$ cat config.mk
export PLATFORM = sky130hd
export DESIGN_NAME = ordered_value_list_flat
export DESIGN_NICKNAME = d
export VERILOG_FILES = /design/src/rtl/ovl_pkg.sv /design/src/rtl/ovl_if.sv /design/src/rtl/ordered_value_list.sv /design/src/rtl/ovl_ctrl.sv /design/src/rtl/ovl_dp.sv /design/src/flat_wrapper.sv
export SDC_FILE = /design/constraint.sdc
export NUM_CORES = 2
export LEC_CHECK = 0
export ABC_AREA = 1
export BUFFER_PORTS_ARGS = -buffer_cell sky130_fd_sc_hd__buf_4
export CAP_MARGIN = 20
export CORE_UTILIZATION = 47
export CTS_CLUSTER_DIAMETER = 60
export DETAILED_ROUTE_END_ITERATION = 8
export PLACE_DENSITY = 0.63
export SYNTH_ARGS = -nofsm -noshare
export SYNTH_HDL_FRONTEND = slang
export SYNTH_HIERARCHICAL = 1
export SYNTH_SLANG_ARGS = --single-unit
$ cat constraint.sdc
create_clock -name clock -period 8.8 [get_ports clock]
set_input_delay 0.44 -clock clock [delete_from_list [all_inputs] [get_ports clock]]
set_output_delay 0.44 -clock clock [all_outputs]
set_load 0.02 [all_outputs]
$ cat src/rtl/ovl_pkg.sv
// shared types, codes and constants of the ordered value list
`timescale 1ns / 1ps
`default_nettype none

package ovl_pkg;

   localparam int CAPACITY_DEF = 16;

   localparam int CMD_W    = 3;
   localparam int POS_W    = 5;
   localparam int VALUE_W  = 32;
   localparam int STATUS_W = 2;
   localparam int FOUND_W  = 5;
   localparam int COUNT_W  = 5;

   typedef logic [CMD_W-1:0]    cmd_type;
   typedef logic [POS_W-1:0]    pos_type;
   typedef logic [VALUE_W-1:0]  value_type;
   typedef logic [FOUND_W-1:0]  found_type;
   typedef logic [COUNT_W-1:0]  count_type;

   localparam cmd_type CMD_FRONT  = 3'd0;
   localparam cmd_type CMD_BACK   = 3'd1;
   localparam cmd_type CMD_AT     = 3'd2;
   localparam cmd_type CMD_REMOVE = 3'd3;
   localparam cmd_type CMD_FIND   = 3'd4;

   typedef enum logic [STATUS_W-1:0] {
      STATUS_OK,
      STATUS_BAD_POS,
      STATUS_FULL,
      STATUS_ABSENT
   } status_type;

   localparam found_type FOUND_NONE = '1;

   typedef enum logic [1:0] {
      FSM_IDLE,
      FSM_EVAL,
      FSM_SEARCH,
      FSM_FINISH
   } fsm_state_type;

   typedef enum logic [2:0] {
      OP_NONE,
      OP_LOAD,
      OP_SCAN,
      OP_INSERT,
      OP_DELETE
   } dp_op_type;

   typedef struct packed {
      dp_op_type  op;
      logic       set_status;
      status_type status;
      logic       set_found;
      logic       emit;
   } dp_cmd_type;

   typedef struct packed {
      cmd_type cmd;
      logic    pos_bad;
      logic    full;
      logic    match_none;
      logic    match_head;
   } dp_stat_type;

endpackage

`default_nettype wire

$ cat src/rtl/ovl_if.sv
// request and response channel interfaces of the ordered value list
`timescale 1ns / 1ps
`default_nettype none

interface ovl_req_if;
   import ovl_pkg::*;
   logic      valid;
   logic      ready;
   cmd_type   cmd;
   pos_type   position;
   value_type value;
   modport source (output valid, output cmd, output position, output value, input ready);
   modport sink (input valid, input cmd, input position, input value, output ready);
endinterface

interface ovl_rsp_if;
   import ovl_pkg::*;
   logic                valid;
   logic                ready;
   logic [STATUS_W-1:0] status;
   found_type           found_position;
   count_type           entry_count;
   modport source (output valid, output status, output found_position, output entry_count,
                   input ready);
   modport sink (input valid, input status, input found_position, input entry_count,
                 output ready);
endinterface

`default_nettype wire

$ cat src/rtl/ordered_value_list.sv
// top level of the ordered value list
//
// Bounded ordered list of CAPACITY unsigned 32-bit values with insert at front,
// back or index, remove of the first equal value and find. One command is in
// work at a time. An insert, a command that finds no match, or an unused
// command passes from acceptance through the evaluate and finish states back
// to idle; a remove or find that matches also passes through the search
// state, which steps through the registered match vector one entry per cycle
// until the match reaches the head. The response sits in an output register,
// so a new command is taken while the previous response still waits; the block
// stalls only if a second response is ready before the first one is taken.
`timescale 1ns / 1ps
`default_nettype none

module ordered_value_list #(
   parameter int CAPACITY = ovl_pkg::CAPACITY_DEF
) (
   input  logic      clock,
   input  logic      reset,
   ovl_req_if.sink   req_ch,
   ovl_rsp_if.source rsp_ch
);
   import ovl_pkg::*;

   dp_cmd_type          dp_cmd;
   dp_stat_type         dp_stat;
   logic [STATUS_W-1:0] rsp_status;
   found_type           rsp_found_position;
   count_type           rsp_entry_count;

   ovl_ctrl u_ctrl (
      .clock     (clock),
      .reset     (reset),
      .req_valid (req_ch.valid),
      .req_ready (req_ch.ready),
      .rsp_valid (rsp_ch.valid),
      .rsp_ready (rsp_ch.ready),
      .dp_stat   (dp_stat),
      .dp_cmd    (dp_cmd)
   );

   ovl_dp #(
      .CAPACITY (CAPACITY)
   ) u_dp (
      .clock              (clock),
      .reset              (reset),
      .req_cmd            (req_ch.cmd),
      .req_position       (req_ch.position),
      .req_value          (req_ch.value),
      .dp_cmd             (dp_cmd),
      .dp_stat            (dp_stat),
      .rsp_status         (rsp_status),
      .rsp_found_position (rsp_found_position),
      .rsp_entry_count    (rsp_entry_count)
   );

   assign rsp_ch.status         = rsp_status;
   assign rsp_ch.found_position = rsp_found_position;
   assign rsp_ch.entry_count    = rsp_entry_count;

`ifndef SYNTHESIS
   a_insert_not_full: assert property (@(posedge clock) disable iff (reset)
      dp_cmd.op == OP_INSERT |-> !dp_stat.full && !dp_stat.pos_bad)
      else $error("insert issued on a full list or bad position");

   a_delete_on_match: assert property (@(posedge clock) disable iff (reset)
      dp_cmd.op == OP_DELETE |-> dp_stat.match_head && dp_stat.cmd == CMD_REMOVE)
      else $error("delete issued without a match");

   a_one_in_flight: assert property (@(posedge clock) disable iff (reset)
      req_ch.valid && req_ch.ready |=> !req_ch.ready)
      else $error("second transaction accepted while one is in work");

   a_absent_no_position: assert property (@(posedge clock) disable iff (reset)
      rsp_ch.valid && rsp_ch.status == STATUS_ABSENT |-> rsp_ch.found_position == FOUND_NONE)
      else $error("not-found response carries a position");
`endif

endmodule

`default_nettype wire

$ cat src/rtl/ovl_ctrl.sv
// controller state machine of the ordered value list
`timescale 1ns / 1ps
`default_nettype none

module ovl_ctrl (
   input  logic                 clock,
   input  logic                 reset,
   input  logic                 req_valid,
   output logic                 req_ready,
   output logic                 rsp_valid,
   input  logic                 rsp_ready,
   input  ovl_pkg::dp_stat_type dp_stat,
   output ovl_pkg::dp_cmd_type  dp_cmd
);
   import ovl_pkg::*;

   fsm_state_type state_ff;
   fsm_state_type state_in;
   logic          rsp_valid_ff;
   logic          rsp_valid_in;
   logic          slot_free;
   logic          is_search;

   assign slot_free = !rsp_valid_ff || rsp_ready;
   assign is_search = (dp_stat.cmd == CMD_REMOVE) || (dp_stat.cmd == CMD_FIND);

   always_comb begin
      state_in = state_ff;
      unique case (state_ff)
         FSM_IDLE: begin
            if (req_valid) state_in = FSM_EVAL;
         end
         FSM_EVAL: begin
            if (is_search && !dp_stat.match_none) state_in = FSM_SEARCH;
            else state_in = FSM_FINISH;
         end
         FSM_SEARCH: begin
            if (dp_stat.match_head) state_in = FSM_FINISH;
         end
         FSM_FINISH: begin
            if (slot_free) state_in = FSM_IDLE;
         end
      endcase
   end

   always_comb begin
      req_ready = 1'b0;
      dp_cmd    = '{op: OP_NONE, set_status: 1'b0, status: STATUS_OK,
                    set_found: 1'b0, emit: 1'b0};
      unique case (state_ff)
         FSM_IDLE: begin
            req_ready = 1'b1;
            if (req_valid) dp_cmd.op = OP_LOAD;
         end
         FSM_EVAL: begin
            unique case (dp_stat.cmd)
               CMD_FRONT, CMD_BACK, CMD_AT: begin
                  if (dp_stat.pos_bad) begin
                     dp_cmd.set_status = 1'b1;
                     dp_cmd.status     = STATUS_BAD_POS;
                  end else if (dp_stat.full) begin
                     dp_cmd.set_status = 1'b1;
                     dp_cmd.status     = STATUS_FULL;
                  end else begin
                     dp_cmd.op = OP_INSERT;
                  end
               end
               CMD_REMOVE: begin
                  if (dp_stat.match_none) begin
                     dp_cmd.set_status = 1'b1;
                     dp_cmd.status     = STATUS_ABSENT;
                  end
               end
               default: begin
               end
            endcase
         end
         FSM_SEARCH: begin
            if (dp_stat.match_head) begin
               if (dp_stat.cmd == CMD_REMOVE) dp_cmd.op = OP_DELETE;
               else dp_cmd.set_found = 1'b1;
            end else begin
               dp_cmd.op = OP_SCAN;
            end
         end
         FSM_FINISH: begin
            dp_cmd.emit = slot_free;
         end
      endcase
   end

   always_comb begin
      rsp_valid_in = rsp_valid_ff;
      if (dp_cmd.emit) rsp_valid_in = 1'b1;
      else if (rsp_ready) rsp_valid_in = 1'b0;
   end

   always_ff @(posedge clock) begin
      if (reset) begin
         state_ff     <= FSM_IDLE;
         rsp_valid_ff <= 1'b0;
      end else begin
         state_ff     <= state_in;
         rsp_valid_ff <= rsp_valid_in;
      end
   end

   assign rsp_valid = rsp_valid_ff;

endmodule

`default_nettype wire

$ cat src/rtl/ovl_dp.sv
// datapath of the ordered value list: row of entry cells, match scan, result registers
`timescale 1ns / 1ps
`default_nettype none

module ovl_dp #(
   parameter int CAPACITY = ovl_pkg::CAPACITY_DEF
) (
   input  logic                         clock,
   input  logic                         reset,
   input  ovl_pkg::cmd_type             req_cmd,
   input  ovl_pkg::pos_type             req_position,
   input  ovl_pkg::value_type           req_value,
   input  ovl_pkg::dp_cmd_type          dp_cmd,
   output ovl_pkg::dp_stat_type         dp_stat,
   output logic [ovl_pkg::STATUS_W-1:0] rsp_status,
   output ovl_pkg::found_type           rsp_found_position,
   output ovl_pkg::count_type           rsp_entry_count
);
   import ovl_pkg::*;

   localparam int IDX_W = $clog2(CAPACITY);
   localparam int CNT_W = $clog2(CAPACITY + 1);
   localparam int CMP_W = (CNT_W > POS_W) ? CNT_W : POS_W;

   value_type          cell_ff [CAPACITY];
   value_type          cell_in [CAPACITY];
   logic [CAPACITY-1:0] hit;
   logic [CAPACITY-1:0] match_ff;
   logic [CAPACITY-1:0] match_in;
   logic [IDX_W-1:0]    idx_ff;
   logic [IDX_W-1:0]    idx_in;
   logic [CNT_W-1:0]    count_ff;
   logic [CNT_W-1:0]    count_in;
   cmd_type             cmd_ff;
   pos_type             pos_ff;
   value_type           value_ff;
   status_type          res_status_ff;
   found_type           res_found_ff;
   status_type          out_status_ff;
   found_type           out_found_ff;
   count_type           out_count_ff;
   logic [CMP_W-1:0]    cnt_ext;
   logic [CMP_W-1:0]    pos_ext;
   logic [CMP_W-1:0]    ins_at;
   logic [IDX_W+FOUND_W-1:0] idx_wide;
   logic [CNT_W+COUNT_W-1:0] cnt_wide;

   assign cnt_ext  = CMP_W'(count_ff);
   assign pos_ext  = CMP_W'(pos_ff);
   assign idx_wide = {FOUND_W'(0), idx_ff};
   assign cnt_wide = {COUNT_W'(0), count_ff};

   always_comb begin
      unique case (cmd_ff)
         CMD_FRONT: ins_at = '0;
         CMD_BACK:  ins_at = cnt_ext;
         default:   ins_at = pos_ext;
      endcase
   end

   genvar g;
   for (g = 0; g < CAPACITY; g++) begin : g_cell
      localparam int LOWER = (g == 0) ? 0 : g - 1;
      localparam int UPPER = (g == CAPACITY - 1) ? g : g + 1;
      localparam logic [CMP_W-1:0] G_POS = CMP_W'(g);
      localparam logic [IDX_W-1:0] G_IDX = IDX_W'(g);

      assign hit[g] = (cell_ff[g] == req_value) && (G_POS < cnt_ext);

      always_comb begin
         cell_in[g] = cell_ff[g];
         if (dp_cmd.op == OP_INSERT) begin
            if (G_POS == ins_at) cell_in[g] = value_ff;
            else if (G_POS > ins_at) cell_in[g] = cell_ff[LOWER];
         end else if (dp_cmd.op == OP_DELETE) begin
            if (G_IDX >= idx_ff) cell_in[g] = cell_ff[UPPER];
         end
      end

      always_ff @(posedge clock) begin
         cell_ff[g] <= cell_in[g];
      end
   end

   always_comb begin
      match_in = match_ff;
      idx_in   = idx_ff;
      count_in = count_ff;
      unique case (dp_cmd.op)
         OP_LOAD: begin
            match_in = hit;
            idx_in   = '0;
         end
         OP_SCAN: begin
            match_in = match_ff >> 1;
            idx_in   = idx_ff + IDX_W'(1);
         end
         OP_INSERT: count_in = count_ff + CNT_W'(1);
         OP_DELETE: count_in = count_ff - CNT_W'(1);
         default: begin
         end
      endcase
   end

   always_ff @(posedge clock) begin
      if (reset) begin
         count_ff <= '0;
      end else begin
         count_ff <= count_in;
      end
   end

   always_ff @(posedge clock) begin
      match_ff <= match_in;
      idx_ff   <= idx_in;
      if (dp_cmd.op == OP_LOAD) begin
         cmd_ff        <= req_cmd;
         pos_ff        <= req_position;
         value_ff      <= req_value;
         res_status_ff <= STATUS_OK;
         res_found_ff  <= FOUND_NONE;
      end
      if (dp_cmd.set_status) res_status_ff <= dp_cmd.status;
      if (dp_cmd.set_found) res_found_ff <= idx_wide[FOUND_W-1:0];
      if (dp_cmd.emit) begin
         out_status_ff <= res_status_ff;
         out_found_ff  <= res_found_ff;
         out_count_ff  <= cnt_wide[COUNT_W-1:0];
      end
   end

   assign dp_stat.cmd        = cmd_ff;
   assign dp_stat.pos_bad    = (cmd_ff == CMD_AT) && (pos_ext > cnt_ext);
   assign dp_stat.full       = count_ff >= CNT_W'(CAPACITY);
   assign dp_stat.match_none = (match_ff == '0);
   assign dp_stat.match_head = match_ff[0];

   assign rsp_status         = out_status_ff;
   assign rsp_found_position = out_found_ff;
   assign rsp_entry_count    = out_count_ff;

endmodule

`default_nettype wire
$ cat src/flat_wrapper.sv
// flat-port wrapper written by rule: the top's interface ports become plain ports
module ordered_value_list_flat import ovl_pkg::*;
#(
   parameter int CAPACITY = ovl_pkg::CAPACITY_DEF
)
  (clock, reset, req_ch_valid, req_ch_cmd, req_ch_position, req_ch_value, req_ch_ready, rsp_ch_valid, rsp_ch_status, rsp_ch_found_position, rsp_ch_entry_count, rsp_ch_ready);
  ovl_req_if req_ch_i ();
  ovl_rsp_if rsp_ch_i ();
  input  logic clock;
  input  logic reset;
  input wire logic [$bits(req_ch_i.valid)-1:0] req_ch_valid;
  input wire logic [$bits(req_ch_i.cmd)-1:0] req_ch_cmd;
  input wire logic [$bits(req_ch_i.position)-1:0] req_ch_position;
  input wire logic [$bits(req_ch_i.value)-1:0] req_ch_value;
  output wire logic [$bits(req_ch_i.ready)-1:0] req_ch_ready;
  output wire logic [$bits(rsp_ch_i.valid)-1:0] rsp_ch_valid;
  output wire logic [$bits(rsp_ch_i.status)-1:0] rsp_ch_status;
  output wire logic [$bits(rsp_ch_i.found_position)-1:0] rsp_ch_found_position;
  output wire logic [$bits(rsp_ch_i.entry_count)-1:0] rsp_ch_entry_count;
  input wire logic [$bits(rsp_ch_i.ready)-1:0] rsp_ch_ready;
  assign req_ch_i.valid = req_ch_valid;
  assign req_ch_i.cmd = req_ch_cmd;
  assign req_ch_i.position = req_ch_position;
  assign req_ch_i.value = req_ch_value;
  assign req_ch_ready = req_ch_i.ready;
  assign rsp_ch_valid = rsp_ch_i.valid;
  assign rsp_ch_status = rsp_ch_i.status;
  assign rsp_ch_found_position = rsp_ch_i.found_position;
  assign rsp_ch_entry_count = rsp_ch_i.entry_count;
  assign rsp_ch_i.ready = rsp_ch_ready;
  ordered_value_list #(.CAPACITY(CAPACITY)) u_core (.clock(clock), .reset(reset), .req_ch(req_ch_i), .rsp_ch(rsp_ch_i));
endmodule
==> results.md <==
- Status: completed
- Post-synth EDFFs: 590
- Post-synthesis async set-or-reset flop share: 0%
- Cell row count: 105
- Setup slack, reg-to-reg: 3.18 ns
- Worst slew margin: 21.2%
- Largest net degree at the start of global routing: 181
- Worst Setup Start Kind: register
- Worst Tran Pin Value: 1.18 ns
- CTS root buffer: clkbuf_16
- DR pass1 iterations: 7
- DRT Wirelength: 194000 µm
- CP bufs+invs: 4
- WP data required: 9.19 ns
- WL/cell: 29.8 µm
- Pre-CTS WS: 3.35 ns
- Critical path fanouts, max: 118
- DP HPWL: 134000 µm
- Most common cell after layout, fill and taps aside: nand2_1
- Min Tclk post-route: 5.62 ns
- Fin util: 52.2%
- Ys Warns: 6
- Fmax: 0.178 GHz
- Initial antenna violation count: 7
- Most frequent cells in the layout: nand2_1 (2561), edfxtp_1 (590), inv_1 (532)
- Pleak: 20.5 nW
- TritonCTS clock tree: done
- Initial DRC Count: 7427
- Synth Flop Type: edfxtp_1
- Fillers: 8218
- I/O pins: 58
- VDD IR max: 0.000255 V
- Num CTS Buffers: 77
- CP cell instances: inv_1 -> ha_1 -> a21oi_1 -> o21ai_0 -> a21o_1 -> a21oi_1 -> nor2_1 -> nor2_1 -> nand4_1 -> a21oi_1 -> nand3_4 -> inv_8 -> buf_4 -> buf_4 -> o21ai_0
- Syn Std Cell Area: 39000 µm²
- Fin Clk Skew: 0.0278 ns
- TNS Setup: 0 ns
- Setup ws final: 3.18 ns
- IO buf count: 57
- WP data arrival: 6.01 ns
- Placed Cells: 6351
- Remaining Overflow, GRT: 0
- Antenna Nets Post-Route: 0
- Layout area overhead: 9.86%
- CP endpoint kind: register
- Die span in y: 290 µm
- Final slew viol count: 0
- Final setup fails: 0
- Clk Latency, worst-skew pair: 0.66 ns
- Max Root-Sink Buffers: 3
- RSZ-0062 raised after global routing: no
- Via count: 40788
- Post-route total power: 13.6 mW
- Most used cell, CP: a21oi_1
- Max Cap Violations: 0
- Initial Utilization: 47.5%
- First-pass GRT wire length: 271000 µm
- GP Congestion: 1.04
- Vias in the first global route: 37228
- Max stage delay cell, worst path: inv_8
- Final Non-Filler Cells: 6504
- CP delay by family, top: buffers and inverters
- Final Cell Area: 42900 µm²
- Post-Syn Instances: 5477
- Slowest stage delay, CP: 0.78 ns
- Area after DPL: 40200 µm²
- Final worst-path cycle share: 63.9%
- Syn avg cell area: 7.13 µm²
- Pwr Density: 318 nW/µm²
- Area of the multi-input gates: 17800 µm²
- Hold Path Class: input pin to register
- Vias per std cell: 6.27
- Layout cells sized above 1: 5.56%
- Seq/Total Area, Yosys: 45.9%
- Setup Fix Bufs, Post-CTS: 0
- Die Footprint: 84200 µm²
- Critical path class: register to register
- Gr usage total: 44.8%
- Final hold slack: 0.110 ns
- DRC: 0
- Hold Violations, Final: 0
- Register bit total from synthesis: 599
- Core box area: 82100 µm²
- Reg area: 17900 µm²
- Mapped Nets: 5537
- Nets@finish: 5429
- Synth cell types: 41
- Width of the die: 290 µm
- CTS sink count: 599
- CTS H-Tree Depth: 3
- CTS clk-pin slew, worst paths: 0.06 ns
-- final timing paths --
path	end	startpoint	cells past startpoint
setup / recovery	u_core/u_dp/cell_ff[0][14]$_DFFE_PP_	u_core/u_dp/cnt_ext[2]$_SDFFE_PP0P_	15
hold / removal	u_core/u_ctrl/rsp_valid$_SDFFE_PP0P_	rsp_ch_ready	4
setup reg to reg	u_core/u_dp/cell_ff[0][14]$_DFFE_PP_	u_core/u_dp/cnt_ext[2]$_SDFFE_PP0P_	15
hold reg to reg	u_core/u_dp/rsp_status[1]$_DFFE_PP_	u_core/u_dp/res_status_ff[1]$_SDFFCE_PN0P_	0
-- power breakdown --
part	switching [mW]	internal, mW	leakage (nW)
Sequential	0.581	4.14	5.44
Clock	1.43	1.92	1.26
Combinational	4.35	1.19	13.8
Total	6.36	7.26	20.5
-- worst min-delay path, delay by kind of cell --
kind                   cells  cell delay [ns]
AO/OA/AOI/OAI              1             0.06
buffers and inverters      2             0.12
AND/OR/NAND/NOR            1             0.08
-- synthesized netlist by cell type (all sizes together) (3+ instances only) --
| cell | number | area share [%] |
|---|---|---|
| nor2 | 222 | 2.3 |
| clkinv | 37 | 0.36 |
| a21oi | 36 | 0.47 |
| a31oi | 3 | 0.048 |
| nand2 | 2576 | 25 |
| clkbuf | 176 | 1.7 |
| edfxtp | 590 | 45 |
| nand3 | 486 | 6.2 |
| dfxtp | 9 | 0.46 |
| o21ai | 140 | 1.8 |
| or2 | 6 | 0.096 |
| ha | 16 | 0.51 |
| xor2 | 37 | 0.83 |
| nand4 | 308 | 4.9 |
| xnor2 | 100 | 2.2 |
| nor4 | 5 | 0.080 |
| buf | 145 | 1.8 |
| inv | 539 | 5.2 |
| o211ai | 3 | 0.058 |
| o22ai | 22 | 0.35 |
| nor3 | 11 | 0.14 |
-- final cells by class --
class	instances	share of cell area [%]
clock buffer	92	4.67
antenna	4	0.0233
tap	1070	3.12
timing repair buffer	134	2.43
sequential	599	41.7
clock inverter	48	1.39
inverter	576	5.07
multi-input combinational	3981	41.6
-- kinds of logic after synthesis --
family / Yosys count / synth area share (%)
xor gates and xnor gates: 137 / 3.07
adders and majority gates: 16 / 0.513
and+or+nand+nor: 3615 / 38.6
DFF: 599 / 45.9
AOI/OAI and AO/OA: 213 / 2.92
buffers and inverters: 897 / 8.99
-- state kept, by name (all words and copies together), names as in the netlist --
name and flops:
u_core/u_dp/res_status_ff 2, u_core/u_dp/match_ff 16, u_core/u_dp/idx_ff 4, u_core/u_dp/rsp_found_position 5, u_core/u_dp/pos_ext 5, u_core/u_ctrl/rsp_valid 1, u_core/u_dp/cmd_ff 3, u_core/u_ctrl/state_ff 2
u_core/u_dp/cnt_ext 5, u_core/u_dp/rsp_entry_count 5, u_core/u_dp/rsp_status 2, u_core/u_dp/cell_ff 512, u_core/u_dp/res_found_ff 5, u_core/u_dp/value_ff 32
-- metal layers --
metal / vias up / global-route usage [%] / part of all wire (%)
met5: - / 0 / 0.012
met2: 3481 / 65.0 / 42
met1: 19095 / 58.0 / 36
met3: 763 / 13.9 / 15
li1: 17445 / - / -
met4: 4 / 27.8 / 7.4
-- what timing repair did --
action                    CTS  global route
hold endpoints to repair   10             0
hold buffers                9             0
resized for setup           0             0
Note: power is estimated with default switching activity, not from simulation.
